### src/hw/rtl/tmse_pkg.sv
package tmse_pkg;

  localparam int unsigned FRAC_BITS = 16;
  localparam int unsigned WORD_W    = 32;
  localparam int unsigned TIME_W    = 31;
  localparam int unsigned CFG_IDX_W = 3;
  localparam int unsigned PC_W      = 5;

  localparam logic [TIME_W-1:0] TIME_STEP_RST = TIME_W'(65);
  localparam logic [TIME_W-1:0] END_TIME_RST  = TIME_W'(1) << FRAC_BITS;
  localparam logic [WORD_W-1:0] FX_ONE        = WORD_W'(1) << FRAC_BITS;
  localparam logic [WORD_W-1:0] FX_MAX        = {1'b0, {(WORD_W-1){1'b1}}};
  localparam logic [WORD_W-1:0] FX_MIN        = {1'b1, {(WORD_W-1){1'b0}}};

  localparam logic [PC_W-1:0] PC_START = PC_W'(0);
  localparam logic [PC_W-1:0] PC_END   = PC_W'(17);

  typedef enum logic [CFG_IDX_W-1:0] {
    CFG_TIME_STEP     = 3'd0,
    CFG_END_TIME      = 3'd1,
    CFG_STIFFNESS_ONE = 3'd2,
    CFG_STIFFNESS_TWO = 3'd3,
    CFG_INV_MASS_ONE  = 3'd4,
    CFG_INV_MASS_TWO  = 3'd5
  } cfg_idx_e;

  typedef enum logic {
    OPC_LOAD = 1'b0,
    OPC_STEP = 1'b1
  } opcode_e;

  typedef enum logic [1:0] {
    UOP_NOP = 2'd0,
    UOP_ADD = 2'd1,
    UOP_SUB = 2'd2,
    UOP_MUL = 2'd3
  } uop_e;

  typedef enum logic [3:0] {
    SRC_U1  = 4'd0,
    SRC_U2  = 4'd1,
    SRC_V1  = 4'd2,
    SRC_V2  = 4'd3,
    SRC_R0  = 4'd4,
    SRC_R1  = 4'd5,
    SRC_R2  = 4'd6,
    SRC_F1  = 4'd7,
    SRC_F2  = 4'd8,
    SRC_K1  = 4'd9,
    SRC_K2  = 4'd10,
    SRC_IM1 = 4'd11,
    SRC_IM2 = 4'd12,
    SRC_DT  = 4'd13
  } src_e;

  typedef struct packed {
    uop_e uop;
    src_e src_a;
    src_e src_b;
    src_e dst;
    logic branch;
    logic last;
  } ucode_t;

  function automatic ucode_t uword(uop_e uop, src_e a, src_e b, src_e d);
    ucode_t w;
    w.uop    = uop;
    w.src_a  = a;
    w.src_b  = b;
    w.dst    = d;
    w.branch = 1'b0;
    w.last   = 1'b0;
    return w;
  endfunction

  // step program, all terms from the old state; refused steps jump to the end word
  function automatic ucode_t prog(logic [PC_W-1:0] pc);
    ucode_t w;
    case (pc)
      5'd0: begin
        w = uword(UOP_NOP, SRC_U1, SRC_U1, SRC_U1);
        w.branch = 1'b1;
      end
      5'd1:  w = uword(UOP_SUB, SRC_U2,  SRC_U1, SRC_R0);
      5'd2:  w = uword(UOP_MUL, SRC_K2,  SRC_R0, SRC_R0);
      5'd3:  w = uword(UOP_MUL, SRC_K1,  SRC_U1, SRC_R1);
      5'd4:  w = uword(UOP_SUB, SRC_R0,  SRC_R1, SRC_R1);
      5'd5:  w = uword(UOP_ADD, SRC_F1,  SRC_R1, SRC_R1);
      5'd6:  w = uword(UOP_SUB, SRC_F2,  SRC_R0, SRC_R0);
      5'd7:  w = uword(UOP_MUL, SRC_IM1, SRC_R1, SRC_R1);
      5'd8:  w = uword(UOP_MUL, SRC_IM2, SRC_R0, SRC_R0);
      5'd9:  w = uword(UOP_MUL, SRC_DT,  SRC_R1, SRC_R1);
      5'd10: w = uword(UOP_MUL, SRC_DT,  SRC_R0, SRC_R0);
      5'd11: w = uword(UOP_MUL, SRC_DT,  SRC_V1, SRC_R2);
      5'd12: w = uword(UOP_ADD, SRC_V1,  SRC_R1, SRC_V1);
      5'd13: w = uword(UOP_MUL, SRC_DT,  SRC_V2, SRC_R1);
      5'd14: w = uword(UOP_ADD, SRC_V2,  SRC_R0, SRC_V2);
      5'd15: w = uword(UOP_ADD, SRC_U1,  SRC_R2, SRC_U1);
      5'd16: w = uword(UOP_ADD, SRC_U2,  SRC_R1, SRC_U2);
      default: begin
        w = uword(UOP_NOP, SRC_U1, SRC_U1, SRC_U1);
        w.last = 1'b1;
      end
    endcase
    return w;
  endfunction

endpackage

### src/hw/rtl/tmse_if.sv
interface tmse_in_if;
  logic        valid;
  logic        ready;
  logic        opcode;
  logic [31:0] init_pos_one;
  logic [31:0] init_pos_two;
  logic [31:0] init_vel_one;
  logic [31:0] init_vel_two;
  logic [31:0] force_one;
  logic [31:0] force_two;

  modport source (
    output valid, opcode, init_pos_one, init_pos_two, init_vel_one, init_vel_two,
           force_one, force_two,
    input  ready
  );
  modport sink (
    input  valid, opcode, init_pos_one, init_pos_two, init_vel_one, init_vel_two,
           force_one, force_two,
    output ready
  );
endinterface

interface tmse_out_if;
  logic        valid;
  logic        ready;
  logic [31:0] pos_one;
  logic [31:0] pos_two;
  logic [31:0] vel_one;
  logic [31:0] vel_two;
  logic        done_res;
  logic        saturated;

  modport source (
    output valid, pos_one, pos_two, vel_one, vel_two, done_res, saturated,
    input  ready
  );
  modport sink (
    input  valid, pos_one, pos_two, vel_one, vel_two, done_res, saturated,
    output ready
  );
endinterface

interface tmse_cfg_if;
  logic        valid;
  logic        ready;
  logic [2:0]  index;
  logic [31:0] data;

  modport source (
    output valid, index, data,
    input  ready
  );
  modport sink (
    input  valid, index, data,
    output ready
  );
endinterface

### src/hw/rtl/two_mass_spring_euler_step.sv
// two-mass spring oscillator, one forward euler step per item, signed q16.16
// step_in_i: items of opcode load (sets u1, u2, v1, v2, time = dt) or step
//   (advances the state by dt while the running time is at most end_time)
// result_o: one item per input item, the state after it plus done and
//   saturation flags
// cfg_i: register writes, always ready; write only while the block is idle
// timing: an item is taken only while the sequencer is idle. a step runs an
//   18-word microprogram on one shared 32x32 multiplier and adder, and no new
//   item is taken until the current one has left the end word; a load goes
//   straight to the end word and a refused step branches there from word 0.
// a finished result sits in the output register; the next item is accepted
//   meanwhile, and the sequencer waits in its end word if the receiver
//   still holds the previous result
// reset: state, running time and flags clear, registers take their
//   defaults (dt 65, end time 1.0, stiffness and reciprocal masses 1.0)
module two_mass_spring_euler_step (
  input  logic clk_i,
  input  logic rst_ni,
  tmse_in_if.sink    step_in_i,
  tmse_out_if.source result_o,
  tmse_cfg_if.sink   cfg_i
);

  typedef enum logic [1:0] {
    ST_IDLE = 2'b01,
    ST_RUN  = 2'b10
  } state_e;

  state_e state_q, state_d;
  logic [tmse_pkg::PC_W-1:0] pc_q, pc_d;

  logic [tmse_pkg::TIME_W-1:0] dt_q, end_q;
  logic [31:0] k1_q, k2_q, im1_q, im2_q;

  logic [31:0] u1_q, u2_q, v1_q, v2_q;
  logic [31:0] r0_q, r1_q, r2_q;
  logic [31:0] f1_q, f2_q;
  logic [31:0] elapsed_q;
  logic        refused_q;
  logic        sat_q;

  logic        out_valid_q;
  logic [31:0] out_u1_q, out_u2_q, out_v1_q, out_v2_q;
  logic        out_done_q, out_sat_q;

  tmse_pkg::ucode_t cw;
  logic signed [31:0] op_a, op_b;
  logic signed [63:0] prod, prod_sh;
  logic signed [32:0] sum;
  logic [31:0] alu_res;
  logic        alu_clip;
  logic        in_acc, out_free, finish, refuse_now;
  logic [32:0] time_sum;
  logic [31:0] time_next;

  assign in_acc   = step_in_i.valid && step_in_i.ready;
  assign out_free = !out_valid_q || result_o.ready;
  assign step_in_i.ready = (state_q == ST_IDLE);
  assign cfg_i.ready = 1'b1;

  assign cw = tmse_pkg::prog(pc_q);
  assign finish = (state_q == ST_RUN) && cw.last && out_free;

  assign refuse_now = elapsed_q > {1'b0, end_q};
  assign time_sum   = {1'b0, elapsed_q} + {2'b00, dt_q};
  assign time_next  = time_sum[32] ? 32'hFFFF_FFFF : time_sum[31:0];

  function automatic logic [31:0] pick(tmse_pkg::src_e s, logic [31:0] u1, logic [31:0] u2,
                                       logic [31:0] v1, logic [31:0] v2, logic [31:0] r0,
                                       logic [31:0] r1, logic [31:0] r2, logic [31:0] f1,
                                       logic [31:0] f2, logic [31:0] k1, logic [31:0] k2,
                                       logic [31:0] im1, logic [31:0] im2,
                                       logic [30:0] dt);
    logic [31:0] v;
    case (s)
      tmse_pkg::SRC_U1:  v = u1;
      tmse_pkg::SRC_U2:  v = u2;
      tmse_pkg::SRC_V1:  v = v1;
      tmse_pkg::SRC_V2:  v = v2;
      tmse_pkg::SRC_R0:  v = r0;
      tmse_pkg::SRC_R1:  v = r1;
      tmse_pkg::SRC_R2:  v = r2;
      tmse_pkg::SRC_F1:  v = f1;
      tmse_pkg::SRC_F2:  v = f2;
      tmse_pkg::SRC_K1:  v = k1;
      tmse_pkg::SRC_K2:  v = k2;
      tmse_pkg::SRC_IM1: v = im1;
      tmse_pkg::SRC_IM2: v = im2;
      tmse_pkg::SRC_DT:  v = {1'b0, dt};
      default:           v = '0;
    endcase
    return v;
  endfunction

  assign op_a = pick(cw.src_a, u1_q, u2_q, v1_q, v2_q, r0_q, r1_q, r2_q, f1_q, f2_q,
                     k1_q, k2_q, im1_q, im2_q, dt_q);
  assign op_b = pick(cw.src_b, u1_q, u2_q, v1_q, v2_q, r0_q, r1_q, r2_q, f1_q, f2_q,
                     k1_q, k2_q, im1_q, im2_q, dt_q);

  // product shifted with floor rounding, sums kept one bit wider for the clip
  assign prod    = op_a * op_b;
  assign prod_sh = prod >>> tmse_pkg::FRAC_BITS;

  always_comb begin
    sum      = '0;
    alu_res  = '0;
    alu_clip = 1'b0;
    case (cw.uop)
      tmse_pkg::UOP_ADD, tmse_pkg::UOP_SUB: begin
        if (cw.uop == tmse_pkg::UOP_ADD) begin
          sum = {op_a[31], op_a} + {op_b[31], op_b};
        end else begin
          sum = {op_a[31], op_a} - {op_b[31], op_b};
        end
        alu_clip = sum[32] != sum[31];
        alu_res  = alu_clip ? (sum[32] ? tmse_pkg::FX_MIN : tmse_pkg::FX_MAX) : sum[31:0];
      end
      tmse_pkg::UOP_MUL: begin
        alu_clip = prod_sh[63:31] != {33{prod_sh[63]}};
        alu_res  = alu_clip ? (prod_sh[63] ? tmse_pkg::FX_MIN : tmse_pkg::FX_MAX)
                            : prod_sh[31:0];
      end
      default: begin
        alu_res  = '0;
        alu_clip = 1'b0;
      end
    endcase
  end

  always_comb begin
    state_d = state_q;
    pc_d    = pc_q;
    case (state_q)
      ST_IDLE: begin
        if (in_acc) begin
          state_d = ST_RUN;
          pc_d = (step_in_i.opcode == tmse_pkg::OPC_LOAD) ? tmse_pkg::PC_END
                                                          : tmse_pkg::PC_START;
        end
      end
      ST_RUN: begin
        if (cw.last) begin
          if (out_free) begin
            state_d = ST_IDLE;
          end
        end else if (cw.branch && refused_q) begin
          pc_d = tmse_pkg::PC_END;
        end else begin
          pc_d = pc_q + tmse_pkg::PC_W'(1);
        end
      end
      default: begin
        state_d = ST_IDLE;
        pc_d    = tmse_pkg::PC_START;
      end
    endcase
  end

  always_ff @(posedge clk_i or negedge rst_ni) begin
    if (!rst_ni) begin
      state_q     <= ST_IDLE;
      pc_q        <= tmse_pkg::PC_START;
      out_valid_q <= 1'b0;
      dt_q        <= tmse_pkg::TIME_STEP_RST;
      end_q       <= tmse_pkg::END_TIME_RST;
      k1_q        <= tmse_pkg::FX_ONE;
      k2_q        <= tmse_pkg::FX_ONE;
      im1_q       <= tmse_pkg::FX_ONE;
      im2_q       <= tmse_pkg::FX_ONE;
      u1_q        <= '0;
      u2_q        <= '0;
      v1_q        <= '0;
      v2_q        <= '0;
      elapsed_q   <= '0;
      refused_q   <= 1'b0;
      sat_q       <= 1'b0;
    end else begin
      state_q <= state_d;
      pc_q    <= pc_d;

      if (cfg_i.valid) begin
        case (cfg_i.index)
          tmse_pkg::CFG_TIME_STEP:     dt_q  <= cfg_i.data[tmse_pkg::TIME_W-1:0];
          tmse_pkg::CFG_END_TIME:      end_q <= cfg_i.data[tmse_pkg::TIME_W-1:0];
          tmse_pkg::CFG_STIFFNESS_ONE: k1_q  <= cfg_i.data;
          tmse_pkg::CFG_STIFFNESS_TWO: k2_q  <= cfg_i.data;
          tmse_pkg::CFG_INV_MASS_ONE:  im1_q <= cfg_i.data;
          tmse_pkg::CFG_INV_MASS_TWO:  im2_q <= cfg_i.data;
          default: ;
        endcase
      end

      if (in_acc) begin
        sat_q <= 1'b0;
        if (step_in_i.opcode == tmse_pkg::OPC_LOAD) begin
          u1_q      <= step_in_i.init_pos_one;
          u2_q      <= step_in_i.init_pos_two;
          v1_q      <= step_in_i.init_vel_one;
          v2_q      <= step_in_i.init_vel_two;
          elapsed_q <= {1'b0, dt_q};
          refused_q <= 1'b0;
        end else begin
          refused_q <= refuse_now;
          if (!refuse_now) begin
            elapsed_q <= time_next;
          end
        end
      end else if (state_q == ST_RUN && cw.uop != tmse_pkg::UOP_NOP) begin
        sat_q <= sat_q | alu_clip;
        case (cw.dst)
          tmse_pkg::SRC_U1: u1_q <= alu_res;
          tmse_pkg::SRC_U2: u2_q <= alu_res;
          tmse_pkg::SRC_V1: v1_q <= alu_res;
          tmse_pkg::SRC_V2: v2_q <= alu_res;
          default: ;
        endcase
      end

      if (finish) begin
        out_valid_q <= 1'b1;
      end else if (result_o.ready) begin
        out_valid_q <= 1'b0;
      end
    end
  end

  // scratch, forces and result payload
  always_ff @(posedge clk_i) begin
    if (in_acc) begin
      f1_q <= step_in_i.force_one;
      f2_q <= step_in_i.force_two;
    end
    if (state_q == ST_RUN && cw.uop != tmse_pkg::UOP_NOP) begin
      case (cw.dst)
        tmse_pkg::SRC_R0: r0_q <= alu_res;
        tmse_pkg::SRC_R1: r1_q <= alu_res;
        tmse_pkg::SRC_R2: r2_q <= alu_res;
        default: ;
      endcase
    end
    if (finish) begin
      out_u1_q   <= u1_q;
      out_u2_q   <= u2_q;
      out_v1_q   <= v1_q;
      out_v2_q   <= v2_q;
      out_done_q <= refused_q;
      out_sat_q  <= sat_q;
    end
  end

  assign result_o.valid     = out_valid_q;
  assign result_o.pos_one   = out_u1_q;
  assign result_o.pos_two   = out_u2_q;
  assign result_o.vel_one   = out_v1_q;
  assign result_o.vel_two   = out_v2_q;
  assign result_o.done_res  = out_done_q;
  assign result_o.saturated = out_sat_q;

  a_run_pc_range: assert property (@(posedge clk_i) disable iff (!rst_ni)
    state_q == ST_RUN |-> pc_q <= tmse_pkg::PC_END)
    else $error("program counter beyond end word");

  a_refused_jumps: assert property (@(posedge clk_i) disable iff (!rst_ni)
    (state_q == ST_RUN && pc_q == tmse_pkg::PC_START && refused_q)
      |=> pc_q == tmse_pkg::PC_END)
    else $error("refused step did not jump to end word");

  a_done_no_sat: assert property (@(posedge clk_i) disable iff (!rst_ni)
    (result_o.valid && result_o.done_res) |-> !result_o.saturated)
    else $error("refused item reports saturation");

  a_time_monotone: assert property (@(posedge clk_i) disable iff (!rst_ni)
    (in_acc && step_in_i.opcode == tmse_pkg::OPC_STEP) |=> elapsed_q >= $past(elapsed_q))
    else $error("running time went backwards on a step");

  a_result_from_end: assert property (@(posedge clk_i) disable iff (!rst_ni)
    $rose(out_valid_q) |-> $past(state_q == ST_RUN && pc_q == tmse_pkg::PC_END))
    else $error("result raised outside the end word");

endmodule

### src/flat_wrapper.sv
// flat-port wrapper written by rule: the top's interface ports become plain ports
module two_mass_spring_euler_step_flat 
  (clk_i, rst_ni, step_in_i_valid, step_in_i_opcode, step_in_i_init_pos_one, step_in_i_init_pos_two, step_in_i_init_vel_one, step_in_i_init_vel_two, step_in_i_force_one, step_in_i_force_two, step_in_i_ready, result_o_valid, result_o_pos_one, result_o_pos_two, result_o_vel_one, result_o_vel_two, result_o_done_res, result_o_saturated, result_o_ready, cfg_i_valid, cfg_i_index, cfg_i_data, cfg_i_ready);
  tmse_in_if step_in_i_i ();
  tmse_out_if result_o_i ();
  tmse_cfg_if cfg_i_i ();
  input  logic clk_i;
  input  logic rst_ni;
  input wire logic [$bits(step_in_i_i.valid)-1:0] step_in_i_valid;
  input wire logic [$bits(step_in_i_i.opcode)-1:0] step_in_i_opcode;
  input wire logic [$bits(step_in_i_i.init_pos_one)-1:0] step_in_i_init_pos_one;
  input wire logic [$bits(step_in_i_i.init_pos_two)-1:0] step_in_i_init_pos_two;
  input wire logic [$bits(step_in_i_i.init_vel_one)-1:0] step_in_i_init_vel_one;
  input wire logic [$bits(step_in_i_i.init_vel_two)-1:0] step_in_i_init_vel_two;
  input wire logic [$bits(step_in_i_i.force_one)-1:0] step_in_i_force_one;
  input wire logic [$bits(step_in_i_i.force_two)-1:0] step_in_i_force_two;
  output wire logic [$bits(step_in_i_i.ready)-1:0] step_in_i_ready;
  output wire logic [$bits(result_o_i.valid)-1:0] result_o_valid;
  output wire logic [$bits(result_o_i.pos_one)-1:0] result_o_pos_one;
  output wire logic [$bits(result_o_i.pos_two)-1:0] result_o_pos_two;
  output wire logic [$bits(result_o_i.vel_one)-1:0] result_o_vel_one;
  output wire logic [$bits(result_o_i.vel_two)-1:0] result_o_vel_two;
  output wire logic [$bits(result_o_i.done_res)-1:0] result_o_done_res;
  output wire logic [$bits(result_o_i.saturated)-1:0] result_o_saturated;
  input wire logic [$bits(result_o_i.ready)-1:0] result_o_ready;
  input wire logic [$bits(cfg_i_i.valid)-1:0] cfg_i_valid;
  input wire logic [$bits(cfg_i_i.index)-1:0] cfg_i_index;
  input wire logic [$bits(cfg_i_i.data)-1:0] cfg_i_data;
  output wire logic [$bits(cfg_i_i.ready)-1:0] cfg_i_ready;
  assign step_in_i_i.valid = step_in_i_valid;
  assign step_in_i_i.opcode = step_in_i_opcode;
  assign step_in_i_i.init_pos_one = step_in_i_init_pos_one;
  assign step_in_i_i.init_pos_two = step_in_i_init_pos_two;
  assign step_in_i_i.init_vel_one = step_in_i_init_vel_one;
  assign step_in_i_i.init_vel_two = step_in_i_init_vel_two;
  assign step_in_i_i.force_one = step_in_i_force_one;
  assign step_in_i_i.force_two = step_in_i_force_two;
  assign step_in_i_ready = step_in_i_i.ready;
  assign result_o_valid = result_o_i.valid;
  assign result_o_pos_one = result_o_i.pos_one;
  assign result_o_pos_two = result_o_i.pos_two;
  assign result_o_vel_one = result_o_i.vel_one;
  assign result_o_vel_two = result_o_i.vel_two;
  assign result_o_done_res = result_o_i.done_res;
  assign result_o_saturated = result_o_i.saturated;
  assign result_o_i.ready = result_o_ready;
  assign cfg_i_i.valid = cfg_i_valid;
  assign cfg_i_i.index = cfg_i_index;
  assign cfg_i_i.data = cfg_i_data;
  assign cfg_i_ready = cfg_i_i.ready;
  two_mass_spring_euler_step u_core (.clk_i(clk_i), .rst_ni(rst_ni), .step_in_i(step_in_i_i), .result_o(result_o_i), .cfg_i(cfg_i_i));
endmodule
### config.mk
export PLATFORM = sky130hd
export DESIGN_NAME = two_mass_spring_euler_step_flat
export DESIGN_NICKNAME = d
export VERILOG_FILES = /design/src/hw/rtl/tmse_pkg.sv /design/src/hw/rtl/tmse_if.sv /design/src/hw/rtl/two_mass_spring_euler_step.sv /design/src/flat_wrapper.sv
export SDC_FILE = /design/constraint.sdc
export NUM_CORES = 2
export LEC_CHECK = 0
export BUFFER_PORTS_ARGS = -buffer_cell sky130_fd_sc_hd__buf_2
export CAP_MARGIN = 30
export CORE_MARGIN = 3
export CORE_UTILIZATION = 64
export CTS_CLUSTER_DIAMETER = 30
export DETAILED_ROUTE_END_ITERATION = 10
export PLACE_DENSITY = 0.8
export SYNTH_ARGS = -nofsm -noshare
export SYNTH_HDL_FRONTEND = slang
export SYNTH_SLANG_ARGS = --single-unit
export TNS_END_PERCENT = 20
### constraint.sdc
create_clock -name clk_i -period 15.4 [get_ports clk_i]
set_input_delay 0.77 -clock clk_i [delete_from_list [all_inputs] [get_ports clk_i]]
set_output_delay 0.77 -clock clk_i [all_outputs]
set_load 0.01 [all_outputs]
### Word-level counts from Yosys, hierarchy flattened

Memories as Yosys holds them, arrays and structs flattened.
Index checks and enable logic that the tools add are counted.

* register bits: 650
* latch bits: 0
* memory bits (writable): 0
* memory bits (read-only): 448
* output and inout bits: 133
* memories kept: 1

Memory list
* (name not given): words 32, bits a word 14, read ports 1, clocked after Yosys merged registers in 0, wr ports 0, RTL line tmse_pkg.sv:79 `case (pc)`

* add/subtract/negate cells: 4
* $mul: 1
* divide/modulo/power cells: 0
* magnitude comparators: 1
* eq/ne operators: 50
* shifts and indexed selects: 0
* muxes and demuxes: 43
* bitwise gates (word level): 1
* reductions and logical operators: 35

Operators by type and width (count)
* $pmux W32 S14: 2
* $mux W32: 23
* $mux W33: 2
* $mul A32 B32 Y64: 1
* $pmux W32 S2: 1
* $eq A4 B4 Y1 const B: 12
* $eq A4 B3 Y1 const B: 11
* $add A32 B31 Y33: 1
* $add A32 B32 Y33: 1
* $sub A32 B32 Y33: 1
* $gt A32 B31 Y1: 1
* $eq A4 B2 Y1 const B: 6
* $reduce_and A2 Y1: 11
* $mux W5: 4
* $ne A16 B16 Y1: 1
* $reduce_and A3 Y1: 5
* $reduce_bool A2 Y1: 7
* $eq A4 B1 Y1 const B: 3
* $logic_not A4 Y1: 3
* $pmux W5 S2: 1
* $ne A2 B2 Y1 const B: 4
* $eq A2 B2 Y1 const B: 3
* $eq A3 B2 Y1 const B: 2
* $eq A3 B3 Y1 const B: 2
* 15 further kinds: 27

### Longest topological paths before layout

An unclocked memory read counts as a cell.

* word-level depth: 12
* gate-level depth with buffers: 52
* gate-level depth less buffers: 45

### Worst setup path after synthesis

Ideal clock, no wire load.

* kind: register to register
* start: register u_core.pc_q[1] (netlist name)
* end: register u_core.r0_q[13], data pin
* library setup time: 0.277 ns
* arrival time: 11.541 ns
* path slack: 3.582 ns
* cell stages (with the launch flop): 44
* clock period less this slack: 11.818 ns
* cells stage by stage: dfrtp_1 buf_2 inv_1 ha_1 nor3b_2 nor2_1 buf_2 nor2_1 clkbuf_1 buf_1 nor2_1 a221oi_1 o21ai_0 nor3_1 clkbuf_1 nor2_1 fa_1 inv_1 [... 8 more ...] ha_1 a21oi_1 o21bai_1 a21oi_1 o21ai_0 a21o_1 a21o_1 a21o_1 a221o_1 a21oi_1 a21oi_2 a221oi_2 xnor2_1 nor4b_2 o21ai_4 buf_6 o21ai_2 a21oi_1

* cells in the longest elaborated chain, start to end: 9
* elaborated cells between the ends (all ways): 47

Ends and longest elaborated chain
* start, declared: RTL line two_mass_spring_euler_step.sv:30 `logic [tmse_pkg::PC_W-1:0] pc_q, pc_d;`
* start signal, assigned: RTL line two_mass_spring_euler_step.sv:162 `pc_q <= tmse_pkg::PC_START;`
* start signal, assigned: RTL line two_mass_spring_euler_step.sv:179 `pc_q <= pc_d;`
* $mem_v2 Z32 W14 *
* parallel branches: the longest is 7 deep, another holds $mul A32 B32 Y64
* $pmux W32 S2 *: RTL line two_mass_spring_euler_step.sv:108 `case (cw.uop)`
* net u_core.alu_res[13]: RTL line two_mass_spring_euler_step.sv:50 `logic [31:0] alu_res;`
* end signal, assigned: RTL line two_mass_spring_euler_step.sv:235 `tmse_pkg::SRC_R0: r0_q <= alu_res;`
* end, declared: RTL line two_mass_spring_euler_step.sv:36 `logic [31:0] r0_q, r1_q, r2_q;`

Mark *: on every way through the listed nets, which the timed path passes. The select of a mux whose other input is x is not followed.
A chain may end at the register's enable or synchronous reset.

### Final worst setup path

* start: register u_core.pc_q[3] (netlist name)
* end: register u_core.r1_q[8], data pin

* cells in the longest elaborated chain, start to end: 9
* elaborated cells between the ends (all ways): 47

Ends and longest elaborated chain
* $mem_v2 Z32 W14 *
* parallel branches: the longest is 7 deep, another holds $mul A32 B32 Y64
* $pmux W32 S2 *: RTL line two_mass_spring_euler_step.sv:108
* net u_core.alu_res[8]: RTL line two_mass_spring_euler_step.sv:50
* end signal, assigned: RTL line two_mass_spring_euler_step.sv:236 `tmse_pkg::SRC_R1: r1_q <= alu_res;`
* end, declared: RTL line two_mass_spring_euler_step.sv:36

Marks and branches as above.

==> metrics.md <==
| Metric | Value |
|---|---|
| Flops & latches, synth | 650 |
| Chip Width | 337 um |
| Antenna-violating nets left | 0 |
| Crit path DAT | 14.80 ns |
| Initial Util | 0.650 |
| Core area | 108000 um^2 |
| Max-cap viol count | 0 |
| Period Utilization, post-route | 0.936 |
| Via density | 6.73 |
| Setup_tns | 0 ns |
| Mapped Nets | 8897 |
| Synthesized area per cell | 9.61 um^2 |
| First-pass GRT wire length | 394000 um |
| Unrepaired setup endpoints after global routing | false |
| Die height | 337 um |
| Post-CTS setup buffers | 0 |
| Number of synthesized flops with an enable pin | 290 |
| Routability cong. | 1.07 |
| Sequential area share after synthesis | 0.253 |
| Commonest non-fill, non-tap cells in the layout | inv_1 (1097), fa_1 (1083), nand2_1 (960), nor2_1 (639), buf_2 (364) |
| Max-slew headroom | 0.242 |
| Crit Path Class | register to register |
| Leading cell type in the layout, fill and taps excluded | inv_1 |
| Crit-path max FO | 17 |
| Die Area | 113000 um^2 |
| Total gr overflow | 0 |
| Layout area overhead | 11.2% |
| Hold-fix buffers, CTS | 0 |
| Min-Delay Path Class | primary input to asynchronous set/reset pin |
| CP Capture Type | register |
| H-tree depth | 3 |
| Worst-Margin Slew | 1.14 ns |
| Setup crit start kind | register |
| Worst-Skew Late Latency | 0.67 ns |
| Wire length per cell | 29.4 um |
| Crit path time final | 14.41 ns |
| Crit path required time | 15.79 ns |
| Crit path largest cell delay | 0.81 ns |
| Total track usage | 0.477 |
| Fmax | 69.4 MHz |
| Largest net degree at the start of global routing | 71 |
| CTS sink cnt | 650 |
| Ys async rst share | 0.554 |
| DP HPWL | 207000 um |
| Outcome | finished, final reports clean |
| Pins Over Slew Limit | 0 |
| TritonCTS clock tree | built |
| Worst path slowest cell | dfrtp_1 |
| Number of buffers created by CTS | 99 |
| Skew final | 0.0220 ns |
| Initial drt markers | 8794 |
| Input/output buffers | 364 |
| Ys flop type | dfrtp_1 |
| Drt first pass iters | 10 |
| CTS clk-pin slew, worst paths | 0.05 ns |
| Yosys warns | 0 |
| # IOs | 366 |
| # nets final | 9188 |
| Vias in the first global route | 62.4k |
| Mapped Cells | 7294 |
| Cell mode on critical path | fa_1 |
| Netlist Area Pre-Place | 70100 um^2 |
| Hold Violations, Final | 0 |
| Distinct cell type count after synthesis | 106 |
| WL final | 267000 um |
| CTS resizes | 0 |
| Longest Clk Path Bufs | 3 |
| DRC violations left | 0 |
| Row count | 120 |
| Layout cell share with drive strength beyond 1 | 0.145 |
| Fin Hold WS | 0.0415 ns |
| Via count | 61.2k |
| Clock root buffer | clkbuf_16 |
| Final setup vio count | 0 |
| Initial antenna violation count | 18 |
-- metal layers --
| metal | wire [um] | up-vias | track usage |
|---|---|---|---|
| met3 | 41700 | 1420 | 0.175 |
| met1 | 88700 | 30000 | 0.597 |
| met2 | 112000 | 5418 | 0.683 |
| met5 | 116 | - | 0 |
| li1 | - | 24400 | - |
| met4 | 25400 | 16 | 0.349 |
-- area by class of cell --
cell class | instances | area (um^2)
diodes | 12 | 30.0
clock buffers | 123 | 2800
clock inverters | 65 | 723
fillers | 7821 | 29900
inverters | 1106 | 4160
multi-input cells | 5125 | 46900
flip-flops and latches | 650 | 17700
well taps | 1403 | 1760
repair buffers | 603 | 3800
-- per-stage QoR --
stage	area (um^2)	worst slack, ns	cells	util
2_1_floorplan	70100	3.58	7294	-
3_3_place_gp	74100	1.72	8872	0.687
3_5_place_dp	74200	1.43	8880	0.688
4_1_cts	77700	1.41	9068	0.721
5_1_grt	77900	0.811	9075	0.722
6_report	77900	0.987	9087	0.722
-- logic make-up (layout without fill, tap and decap cells) --
logic type / after synthesis / count (layout) / synth area share
xor gates and xnor gates: 142 / 142 / 0.0177
AOI/OAI and AO/OA: 1192 / 1192 / 0.113
and+or+nand+nor: 2207 / 2207 / 0.138
buffers and inverters: 1519 / 1897 / 0.0836
other: 1 / 13 / 0.0000535
adders and majority gates: 1370 / 1370 / 0.361
DFF: 650 / 650 / 0.253
muxes: 213 / 213 / 0.0340
-- worst paths after layout --
path | start | end | slack, ns | cells past startpoint
setup / recovery | u_core.pc_q[3]$_DFFE_PN0P_ | u_core.r1_q[8]$_DFFE_PP_ | 0.99 | 38
hold / removal | rst_ni | u_core.end_q[3]$_DFFE_PN0P_ | 0.04 | 1
setup reg to reg | u_core.pc_q[3]$_DFFE_PN0P_ | u_core.r1_q[8]$_DFFE_PP_ | 0.99 | 38
hold reg to reg | u_core.im1_q[12]$_DFFE_PN0P_ | u_core.im1_q[12]$_DFFE_PN0P_ | 0.51 | 1
max in group asynchronous | rst_ni | u_core.u1_q[23]$_DFFE_PN0P_ | 13.09 | 6
min in group clk_i | step_in_i_force_one[20] | u_core.f1_q[20]$_DFFE_PP_ | 0.28 | 1
-- cells in the mapped netlist, drive strengths merged, types with 20 or more instances --
cell type | instances | area, um^2
and3 | 120 | 751
a211oi | 32 | 263
nand3 | 197 | 986
a21oi | 356 | 1880
a22oi | 56 | 420
xnor2 | 94 | 823
xor2 | 48 | 420
a222oi | 42 | 420
edfxtp | 290 | 8710
inv | 1100 | 4130
nand4 | 27 | 169
nor3 | 45 | 230
nand2 | 962 | 3610
fa | 1083 | 21700
o22ai | 20 | 144
buf | 77 | 440
and4 | 22 | 193
clkbuf | 336 | 1260
a221oi | 51 | 470
nand2b | 36 | 225
nor2b | 28 | 175
a22o | 36 | 315
dfrtp | 352 | 8810
ha | 287 | 3590
mux2i | 29 | 290
nor2 | 649 | 2440
o21ai | 329 | 1750
mux2 | 182 | 2050
o21a | 22 | 166
a21o | 79 | 593
o211ai | 27 | 213
and2 | 51 | 319
-- worst max-delay path: cells and delay by family, from the launching register on --
family	cells	cell delay [ns]
AO/OA/AOI/OAI	18	5.22
adder cells (fa/ha/maj)	9	4.31
buffers and inverters	5	1.81
AND/OR/NAND/NOR	5	1.70
flip-flops	1	0.81
XOR/XNOR	1	0.19
Power is left out: the tool's default activity adds up to more than one toggle a clock period on the data nets, which glitch-free logic cannot reach.
